### src/hdl/bffa_pkg.sv
// shared constants, codes and controller/datapath interface types of the bitmap allocator
package bffa_pkg;

  localparam int MAP_ENTRIES = 65536;
  localparam int WORD_BITS   = 32;
  localparam int MAP_WORDS   = (MAP_ENTRIES + WORD_BITS - 1) / WORD_BITS;
  localparam int WORD_AW     = $clog2(MAP_WORDS);
  localparam int BIT_AW      = $clog2(WORD_BITS);
  localparam int IDX_W       = 16;
  localparam int CNT_W       = 17;
  localparam int REG_IDX_W   = 1;

  localparam logic [CNT_W-1:0] ENTRY_COUNT_RST = CNT_W'(65536);
  localparam logic [CNT_W-1:0] FREE_RST =
    (ENTRY_COUNT_RST > CNT_W'(MAP_ENTRIES)) ? CNT_W'(MAP_ENTRIES) : ENTRY_COUNT_RST;

  // request kinds
  localparam logic OP_ALLOC = 1'b0;
  localparam logic OP_MARK  = 1'b1;

  // register indexes
  localparam logic [REG_IDX_W-1:0] REG_ENTRY_COUNT  = 1'b0;
  localparam logic [REG_IDX_W-1:0] REG_SEARCH_START = 1'b1;

  typedef struct packed {
    logic clear_step;    // zero one map word during the clearing pass
    logic start_read;    // latch request, read its first word
    logic scan_step;     // read the next word of an allocate scan
    logic finish_alloc;  // set the found bit, load a granted result
    logic finish_mark;   // set the marked bit, load a granted result
    logic fail;          // load a result with granted clear
  } dp_cmd_t;

  typedef struct packed {
    logic clear_done;    // clearing pass is at its last word
    logic alloc_ok;      // search start lies below the entry count
    logic mark_ok;       // incoming mark index lies below the entry count
    logic hit;           // current word holds a free bit in range
    logic last;          // current word holds the last entry in use
  } dp_status_t;

endpackage

### src/hdl/bffa_controller.sv
// request sequencer: clearing pass, allocate scan, mark update and result handshake
module bffa_controller (
  input  logic                  clk_i,
  input  logic                  rst_ni,
  input  logic                  in_valid_i,
  output logic                  in_ready_o,
  input  logic                  in_op_i,
  output logic                  out_valid_o,
  input  logic                  out_ready_i,
  output bffa_pkg::dp_cmd_t     cmd_o,
  input  bffa_pkg::dp_status_t  status_i
);
  import bffa_pkg::*;

  localparam logic [1:0] S_CLEAR = 2'd0;
  localparam logic [1:0] S_IDLE  = 2'd1;
  localparam logic [1:0] S_SCAN  = 2'd2;
  localparam logic [1:0] S_MARK  = 2'd3;

  logic [1:0] state_q, state_d;
  logic       out_valid_q, out_valid_d;
  logic       accept, load;

  assign in_ready_o = (state_q == S_IDLE) && (!out_valid_q || out_ready_i);
  assign accept     = in_valid_i && in_ready_o;

  always_comb begin
    state_d = state_q;
    cmd_o   = '0;
    case (state_q)
      S_CLEAR: begin
        cmd_o.clear_step = 1'b1;
        if (status_i.clear_done) state_d = S_IDLE;
      end
      S_IDLE: begin
        if (accept) begin
          if (in_op_i == OP_ALLOC) begin
            if (status_i.alloc_ok) begin
              cmd_o.start_read = 1'b1;
              state_d          = S_SCAN;
            end else begin
              cmd_o.fail = 1'b1;
            end
          end else begin
            if (status_i.mark_ok) begin
              cmd_o.start_read = 1'b1;
              state_d          = S_MARK;
            end else begin
              cmd_o.fail = 1'b1;
            end
          end
        end
      end
      S_SCAN: begin
        if (status_i.hit) begin
          cmd_o.finish_alloc = 1'b1;
          state_d            = S_IDLE;
        end else if (status_i.last) begin
          cmd_o.fail = 1'b1;
          state_d    = S_IDLE;
        end else begin
          cmd_o.scan_step = 1'b1;
        end
      end
      S_MARK: begin
        cmd_o.finish_mark = 1'b1;
        state_d           = S_IDLE;
      end
      default: state_d = S_IDLE;
    endcase
  end

  assign load = cmd_o.finish_alloc | cmd_o.finish_mark | cmd_o.fail;

  always_comb begin
    out_valid_d = out_valid_q;
    if (load) begin
      out_valid_d = 1'b1;
    end else if (out_ready_i) begin
      out_valid_d = 1'b0;
    end
  end

  always_ff @(posedge clk_i or negedge rst_ni) begin
    if (!rst_ni) begin
      state_q     <= S_CLEAR;
      out_valid_q <= 1'b0;
    end else begin
      state_q     <= state_d;
      out_valid_q <= out_valid_d;
    end
  end

  assign out_valid_o = out_valid_q;

`ifndef SYNTH
  a_no_accept_in_clear: assert property (@(posedge clk_i) disable iff (!rst_ni)
    state_q == S_CLEAR |-> !in_ready_o)
    else $error("word accepted during clearing pass");
  a_out_free_while_busy: assert property (@(posedge clk_i) disable iff (!rst_ni)
    (state_q == S_SCAN || state_q == S_MARK) |-> !out_valid_q)
    else $error("result register occupied while a request is at work");
  a_one_command: assert property (@(posedge clk_i) disable iff (!rst_ni)
    $onehot0({cmd_o.clear_step, cmd_o.start_read, cmd_o.scan_step,
              cmd_o.finish_alloc, cmd_o.finish_mark, cmd_o.fail}))
    else $error("more than one datapath command");
`endif

endmodule
### config.mk
export PLATFORM = sky130hd
export DESIGN_NAME = bffa_controller
export DESIGN_NICKNAME = d
export VERILOG_FILES = /design/src/hdl/bffa_pkg.sv /design/src/hdl/bffa_controller.sv
export SDC_FILE = /design/constraint.sdc
export NUM_CORES = 1
export LEC_CHECK = 0
export BUFFER_PORTS_ARGS = -buffer_cell sky130_fd_sc_hd__clkbuf_2
export CAP_MARGIN = 20
export CORE_AREA = 2 2 39 41
export CTS_CLUSTER_DIAMETER = 60
export DETAILED_ROUTE_END_ITERATION = 10
export DIE_AREA = 0 0 41 43
export GPL_ROUTABILITY_DRIVEN = 0
export PLACE_DENSITY = 0.44
export SLEW_MARGIN = 40
export SYNTH_ARGS = -nofsm -noshare
export SYNTH_HDL_FRONTEND = slang
export SYNTH_SLANG_ARGS = --single-unit
### constraint.sdc
create_clock -name clk_i -period 3.8 [get_ports clk_i]
set_input_delay 0.76 -clock clk_i [delete_from_list [all_inputs] [get_ports clk_i]]
set_output_delay 0.76 -clock clk_i [all_outputs]
set_load 0.05 [all_outputs]
==> results.sh <==
export IMPL_h_tree_depth=1
export IMPL_std_cell_rows=14
export IMPL_grt_pass1_wl_um=1000
export IMPL_finalHoldViolCount=0
export IMPL_skew_ns=0.00224
export IMPL_vias=275
export IMPL_antenna_found_initial=0
export IMPL_yosys_most_used_dff="dfrtp_1"
export IMPL_clock_path_buffers=2
export IMPL_die_y_um=43
export IMPL_avgSynthCellArea_um2=8.76
export IMPL_cts_hold_buf=0
export IMPL_cts_root_buf="clkbuf_4"
export IMPL_cp_top_family="buffers and inverters"
export IMPL_maxSlewHeadroom_pct=81.7
export IMPL_fin_cells=67
export IMPL_syn_nets=44
export IMPL_slowest_delay_ns=0.33
export IMPL_first_iter_violations=6
export IMPL_ir_drop_v=0.000305
export IMPL_synth_area_leaders="dfrtp_1 29%, ha_1 19%, inv_1 7.1%"
export IMPL_fin_setup_tns_ns=0
export IMPL_firstDrtPassIters=4
export IMPL_reg2reg_to="state_q[0]$_DFFE_PN0P_"
export IMPL_slowest_stage="mux2_1"
export IMPL_fin_nets=66
export IMPL_clk_pin_slew_ns=0.04
export IMPL_antenna_left=0
export IMPL_synthArstFlopShare_pct=100
export IMPL_path_max_fanout=2
export IMPL_syn_to_final_growth_pct=50.0
export IMPL_fillCellCount=156
export IMPL_ios=18
export IMPL_worst_path_buf_inv=2
export IMPL_tightest_slew_ns=0.276
export IMPL_tritoncts="built"
export IMPL_rsz0062_at_grt="false"
export IMPL_wl_met1_um=300
export IMPL_synthDistinctLibCells=16
export IMPL_fin_crit_sh_pct=68.9
export IMPL_synthCells=30
export IMPL_ff2ff_setup_slack_ns=2.25
export IMPL_cp_end_kind="output pin"
export IMPL_dpl_cell_area_um2=368
export IMPL_synth_common_cells="5 x inv_1, 4 x ha_1, 3 x dfrtp_1, 3 x nand2_1"
export IMPL_layout_min_cycle_time_ns=2.62
export IMPL_clock_latency_ns=0.23
export IMPL_synth_edf_count=0
export IMPL_seq_area_um2=75.1
export IMPL_outcome="completed"
export IMPL_die_width_um=41
export IMPL_postCtsSetupBuffers=0
export IMPL_cp_data_arrival_time_ns=1.86
export IMPL_synth_top_area_share_pct=28.6
export IMPL_cpMostUsedCell="clkbuf_2"
export IMPL_die_area_um2=1760
export IMPL_synth_most_common_cell="inv_1"
export IMPL_cts_sinks=3
export IMPL_routed_wl_um=608
export IMPL_critPathLaunchType="input port"
export IMPL_drv_slew=0
export IMPL_drv_cap=0
export IMPL_insertedDiodeCount=0
export IMPL_gr_total_overflow=0
export IMPL_multi_input_area_um2=169
export IMPL_ys_warn_count=0
export IMPL_cts_made_buffers=3
export IMPL_grt_pass1_vias=275
export IMPL_p_per_area_nw_per_um2=853
export IMPL_vias_per_cell=4.10
export IMPL_netlist_area_um2=263
export IMPL_drc=0
export IMPL_wire_per_inst_um=9.07
export IMPL_globalRouteTotalUtil_pct=8.94
export IMPL_place_inst=63
export IMPL_critPathKind="input port to output pin"
export IMPL_initial_utilization_pct=19.0
export IMPL_cts_resized=0
export IMPL_drive_above_1_share_pct=39.2
export IMPL_setup_viol=0
export IMPL_final_cell_area_um2=394
export IMPL_hp_class="input port to asynchronous set/reset pin"
export IMPL_r2r_start="state_q[0]$_DFFE_PN0P_"
export IMPL_hpwl_um=513
export IMPL_top_layer="met3"
export IMPL_core_area_um2=1380
export IMPL_grt_max_degree=6
export IMPL_seq_area_frac_synth_pct=28.6
export IMPL_dr_wl_met3_um=45
export IMPL_critPathRequiredTime_ns=3.04
export IMPL_port_buffers=17
export IMPL_fmax_mhz=382
export IMPL_ys_seq_elements=3
export IMPL_crit_path_cell_trace="clkbuf_2 > mux2_1 > nor3b_1 > o21a_1 > clkbuf_2"
export IMPL_r2r_cells=6
export IMPL_routed_wl_met2_um=262
export IMPL_p_leak_nw=0.245
export IMPL_synth_area_leader_cell="dfrtp_1"
-- through the flow --
stage | util [%] | power, mW | hold slack (ns) | worst slack [ns]
2_1_floorplan | - | 0.238 | 0.464 | 1.07
3_3_place_gp | 26.6 | 0.284 | 0.557 | 1.21
3_5_place_dp | 26.6 | 0.285 | 0.558 | 1.15
4_1_cts | 28.5 | 0.343 | 0.309 | 1.15
5_1_grt | 28.5 | 0.364 | 0.312 | 1.08
6_report | 28.5 | 0.336 | 0.316 | 1.18
-- final cells by class --
type | instances | area share, %
Timing Repair Buffer | 17 | 21.6
Multi-Input combinational cell | 22 | 42.9
Clock buffer | 4 | 6.67
Tap cell | 16 | 5.08
Inverter | 5 | 4.76
Sequential cell | 3 | 19.0
-- layer usage --
metal / up-vias / track usage [%]
met5: - / 0
met4: 0 / 8.00
met3: 0 / 3.14
met2: 13 / 11.9
met1: 118 / 10.6
li1: 144 / -
-- report_power, final --
| part | internal, mW | switching, mW | total [mW] |
|---|---|---|---|
| clock | 0.0393 | 0.0156 | 0.0549 |
| combinational | 0.0605 | 0.162 | 0.223 |
| sequential | 0.0471 | 0.0115 | 0.0587 |
| total | 0.147 | 0.189 | 0.336 |
-- registers in the layout, summed over array words and instances (netlist names) --
name,cells
state_q,2
out_valid_o,1
-- how the worst max path moves through the flow --
| stage | cells past startpoint | startpoint | slack, ns | end |
|---|---|---|---|---|
| 2_1_floorplan | 1 | status_i[0] | 1.07 | cmd_o[3] |
| 3_3_place_gp | 5 | in_op_i | 1.21 | cmd_o[0] |
| 3_5_place_dp | 5 | in_op_i | 1.15 | cmd_o[0] |
| 4_1_cts | 5 | in_op_i | 1.15 | cmd_o[0] |
| 5_1_grt | 5 | in_op_i | 1.08 | cmd_o[0] |
| 6_report | 5 | in_op_i | 1.18 | cmd_o[0] |
-- cell families after synthesis --
| kind of cell | count (synthesis) | synth area share, % |
|---|---|---|
| simple gates | 12 | 27.1 |
| compound gates | 5 | 13.8 |
| buf+inv | 5 | 7.14 |
| fa+ha+maj | 4 | 19.0 |
| flops | 3 | 28.6 |
| mux | 1 | 4.29 |
-- placed cells by master, fill, tap and decap left out --
cell type,n
nor3_1,1
clkbuf_2,17
nand2b_1,1
and3b_1,1
clkbuf_4,3
a311oi_1,1
or3_1,1
nand4_1,1
a21o_1,1
o21ai_0,1
mux2_1,1
dfrtp_1,3
nor3b_1,2
and2_1,2
o21a_1,2
clkbuf_1,1
inv_1,5
ha_1,4
nand2_1,3
Note: power is estimated with default switching activity, not from simulation.
